**config.mk**
```make
export PLATFORM = sky130hd
export DESIGN_NAME = shrrip_scan
export DESIGN_NICKNAME = d
export VERILOG_FILES = /design/src/sv/ship_rrip_stream_replacement_defines.svh /design/src/sv/shrrip_pkg.sv /design/src/sv/shrrip_scan.sv
export SDC_FILE = /design/constraint.sdc
export NUM_CORES = 1
export LEC_CHECK = 0
export ABC_CLOCK_PERIOD_IN_PS = 1000
export BUFFER_PORTS_ARGS = -buffer_cell sky130_fd_sc_hd__buf_2
export CAP_MARGIN = 0
export CORE_MARGIN = 5
export CORE_UTILIZATION = 25
export DETAILED_ROUTE_END_ITERATION = 6
export GPL_ROUTABILITY_DRIVEN = 0
export PLACE_DENSITY = 0.75
export RECOVER_POWER = 100
export SLEW_MARGIN = 30
export SYNTH_ARGS = -nofsm -noshare
export SYNTH_HDL_FRONTEND = slang
export SYNTH_SLANG_ARGS = --single-unit
```
**constraint.sdc**
```tcl
create_clock -name vclk -period 1
set_clock_uncertainty 0.1 [all_clocks]
set_input_delay 0.15 -clock vclk [all_inputs]
set_output_delay 0.15 -clock vclk [all_outputs]
set_load 0.02 [all_outputs]
```
**src/sv/ship_rrip_stream_replacement_defines.svh**
```systemverilog
// ----------------------------------------------------------------------------
// Assertion macros for the SHiP/RRIP replacement block
// Clocked on clk and disabled while rst is high.
// ----------------------------------------------------------------------------
`ifndef SHIP_RRIP_STREAM_REPLACEMENT_DEFINES_SVH
`define SHIP_RRIP_STREAM_REPLACEMENT_DEFINES_SVH

// Same-cycle implication
`define SHRRIP_ASSERT_IMP(lbl, ante, cons, msg) \
  lbl: assert property (@(posedge clk) disable iff (rst) (ante) |-> (cons)) \
    else $error(msg);

// Next-cycle implication
`define SHRRIP_ASSERT_NXT(lbl, ante, cons, msg) \
  lbl: assert property (@(posedge clk) disable iff (rst) (ante) |=> (cons)) \
    else $error(msg);

`endif

```
**src/sv/shrrip_pkg.sv**
```systemverilog
// ----------------------------------------------------------------------------
// shrrip_pkg
// Shared constants for the SHiP-lite / SRRIP replacement block.
// ----------------------------------------------------------------------------
`timescale 1ns / 1ps

package shrrip_pkg;

  localparam int NUM_SETS_DEF = 2048;
  localparam int NUM_WAYS_DEF = 16;
  localparam int SIG_BITS_DEF = 6;

  // fixed field widths
  localparam int SET_IN_W = 11;
  localparam int WAY_IN_W = 4;
  localparam int ADDR_W   = 64;
  localparam int PC_SIG_W = 6;
  localparam int VICTIM_W = 4;

  localparam logic CMD_VICTIM = 1'b0;
  localparam logic CMD_UPDATE = 1'b1;

  localparam logic [1:0] RRPV_TOP  = 2'd3;
  localparam logic [1:0] RRPV_NEAR = 2'd0;
  localparam logic [1:0] CTR_TOP   = 2'd3;
  localparam logic [1:0] CTR_INIT  = 2'd1;
  localparam logic [1:0] CTR_HIGH  = 2'd2;
  localparam logic [1:0] STRM_TOP  = 2'd3;

  localparam logic [ADDR_W-1:0] STRIDE_A = 64'd64;
  localparam logic [ADDR_W-1:0] STRIDE_B = 64'd128;
  localparam logic [ADDR_W-1:0] STRIDE_C = 64'd256;

endpackage

```
**src/sv/shrrip_scan.sv**
```systemverilog
// ----------------------------------------------------------------------------
// shrrip_scan
// Row unit: first way at distant RRPV, and the row aged by one step.
// ----------------------------------------------------------------------------
`timescale 1ns / 1ps

module shrrip_scan #(
  parameter int NUM_WAYS = shrrip_pkg::NUM_WAYS_DEF
) (
  input  logic [2*NUM_WAYS-1:0]       row,
  output logic                        found,
  output logic [$clog2(NUM_WAYS)-1:0] first_way,
  output logic [2*NUM_WAYS-1:0]       aged_row
);
  import shrrip_pkg::*;

  localparam int WAY_W = $clog2(NUM_WAYS);

  // walk downward so the lowest matching way wins
  always_comb begin
    found     = 1'b0;
    first_way = '0;
    for (int w = NUM_WAYS - 1; w >= 0; w--) begin
      if (row[2*w +: 2] == RRPV_TOP) begin
        found     = 1'b1;
        first_way = WAY_W'(w);
      end
    end
  end

  always_comb begin
    for (int w = 0; w < NUM_WAYS; w++) begin
      aged_row[2*w +: 2] = (row[2*w +: 2] == RRPV_TOP) ? RRPV_TOP : row[2*w +: 2] + 2'd1;
    end
  end

endmodule

```
==> tab_implementation.tex <==
\begin{tabular}{lr}
\hline
Metric & Value \\
\hline
\multicolumn{2}{l}{\textbf{Global routing}} \\
Wire length of the first global-routing pass & a little under 5 mm \\
Number of antenna violations at the first check in global routing & 0 \\
Met3 usage in global routing & 0.03438 \\
Met1 Use GR & 0.2345 \\
Total overflow reported by the global router & 0 \\
Largest net degree at the start of global routing & 6 \\
Via count of the first global-routing pass & around 1100 \\
Met2 Use GR & 0.4640 \\
Tot GR Track Use & 0.2297 \\
Highest-utilization routing layer at the global route stage & met2 \\
\multicolumn{2}{l}{\textbf{Worst setup path}} \\
Cell type with the highest occurrence count on the critical path & nand2\_1 \\
Critical setup path kind & primary input to primary output \\
Worst-path maximum fanout & 4 \\
CP required & between 700 and 800 ps \\
WP buf/inv & 2 \\
Arrival time of the worst setup path & approximately 1300 ps \\
Type of destination of the critical path & primary output \\
Delay contributed by the slowest stage of the critical path & approximately 300 ps \\
CP top delay family & compound AO/OA/AOI/OAI gates \\
Cells along the critical path & buf\_2, nand2\_1, nand2\_1, o31ai\_2, a222oi\_1, buf\_4 \\
Startpoint Class & primary input \\
Critical-path top delay cell & a222oi\_1 \\
\multicolumn{2}{l}{\textbf{Route}} \\
Total wire length after detailed routing & between 3 and 4 mm \\
Violation count after the first detailed-route iteration & 37 \\
\# DRC & 0 \\
Average wire per standard cell & between 15 and 20 um \\
Via count & 1049 \\
Final antenna-violating net count & 0 \\
1st-pass router iterations & 4 \\
Routed vias/inst & around 5.6 \\
\multicolumn{2}{l}{\textbf{Placed design}} \\
Sum of net half-perimeters after detailed placement & 1.988 mm \\
Port Buf Inserts & 69 \\
Post-place instance area & $\sim$1000 um\^{}2 \\
\multicolumn{2}{l}{\textbf{Floorplanning}} \\
Number of standard-cell rows in the floorplan & 15 \\
Horizontal die dimension & between 50 and 60 um \\
Core outline area & around 1700 um\^{}2 \\
Die Y-Extent & just over 50 um \\
Die Area & 2677 um\^{}2 \\
Effective utilization at floorplan & 0.2578 \\
Top Ports & 69 \\
\multicolumn{2}{l}{\textbf{Final layout}} \\
Summed area of non-filler cells in the final layout & 1490 um\^{}2 \\
Sequential cell count of the final layout & 0 \\
Antenna Diode Count & 0 \\
Layout overhead on the synthesized area & 242.2\% \\
Register area & 0 um\^{}2 \\
Nets & 206 \\
Number of clock buffers in the layout & 0 \\
Fillcell total & 77 \\
Share of layout cells above drive strength 1 & 0.7558 \\
\multicolumn{2}{l}{\textbf{Power}} \\
Total leakage power & about 0.72 nW \\
Max VDD drop & approximately 330 uV \\
Areal power density over the cells & roughly 560 nW/um\^{}2 \\
\multicolumn{2}{l}{\textbf{Hold path}} \\
Classification of the worst-slack hold path & primary input to primary output \\
\multicolumn{2}{l}{\textbf{Yosys}} \\
Synthesis Warnings & 0 \\
Top cell types by occurrence after synthesis & nand2b\_1, or2\_2, nand2\_1 \\
Synth top area share & 0.2299 \\
Proportion of synthesized chip area in sequential cells & 0 \\
Syn nets & between 100 and 150 \\
Post-synthesis instance area & 435.4 um\^{}2 \\
Top area cells in the synthesized netlist & nand2b\_1, or2\_2, a22o\_1 \\
Mean cell area of the mapped netlist & $\sim$6.2 um\^{}2 \\
Unique masters post-synth & 17 \\
Cell type contributing the most total cell area after synthesis & nand2b\_1 \\
Cell count after synthesis & 70 \\
\multicolumn{2}{l}{\textbf{STA}} \\
Final Slew Violations & 0 \\
Worst-margin pin slew & between 300 and 400 ps \\
Shortest period the worst path allows & $\sim$1500 ps \\
Hold violation count in the final report & 0 \\
Setup repair after global routing missed its margin & yes \\
Final clock period utilization by the worst path & 1.533 \\
Max-Slew Margin vs Limit & 0.7791 \\
Endpoints failing setup & 7 \\
Final hold slack & about 510 ps \\
Post-route setup TNS & -2278 ps \\
Minimum setup slack in the final design & -532.9 ps \\
Fmax & 0.6524 GHz \\
\multicolumn{2}{l}{\textbf{Flow run}} \\
Max-cap violations & 0 \\
\multicolumn{2}{l}{\textbf{Clock network}} \\
Number of buffers inserted for hold repair after clock tree synthesis & 0 \\
\multicolumn{2}{l}{\textbf{Run status}} \\
Violated checks & negative setup slack \\
Result of the run & finished, violations left \\
\hline
\end{tabular}
routing by layer:
metal	vias up	share of wire
met1	496	0.35
met3	14	0.075
met2	70	0.53
li1	469	-
met4	0	0.037
met5	-	0
cell families after synthesis:
| group | Yosys count | synth area share |
|---|---|---|
| AND/OR/NAND/NOR | 52 | 0.6638 |
| AO/OA/AOI/OAI | 18 | 0.3362 |
placed cells by master (no fill, tap or decap), drive strengths merged:
cell type  instances
a21oi              1
a222oi             3
a22o               5
a22oi              3
a31oi              2
a32o               2
buf               82
clkbuf            20
nand2             11
nand2b            16
nand3              3
nand3b             1
nor2               2
nor2b              1
nor3               1
nor4               1
o21ai              1
o31ai              1
or2               16
where the power goes:
part / internal [mW] / total [mW] / switching, mW
registers: 0 / 0 / 0
clock network: 0 / 0 / 0
logic: 0.440 / 0.836 / 0.396
area by class of cell:
cell class	count	area [um^2]	share of cell area
Timing Repair Buffer	102	870.8	0.5844
Multi-Input combinational cell	70	598.1	0.4013
Tap cell	17	21.27	0.01427
path summary, 6_finish.rpt:
check,startpoint,to,slack [ps],depth (start not counted)
setup / recovery,row[15],first_way[1],-530,6
hold / removal,row[11],aged_row[11],510,3
per-stage QoR:
stage	setup slack, ps	utilization	std cells	power, mW
2_1_floorplan	-436.2	-	70	0.2684
3_3_place_gp	-431.7	0.6207	185	0.5500
3_5_place_dp	-466.7	0.6207	185	0.5650
4_1_cts	-444.6	0.8067	187	0.7284
5_1_grt	-564.1	0.8822	189	0.8751
6_report	-532.9	0.8822	189	0.8358
what timing repair did:
item                       4_1_cts  5_1_grt
setup buffers                    2        4
gates resized for setup         83       31
setup endpoints to repair       18       16
pin swaps                       15       13
(Power assumes the default switching activity.)
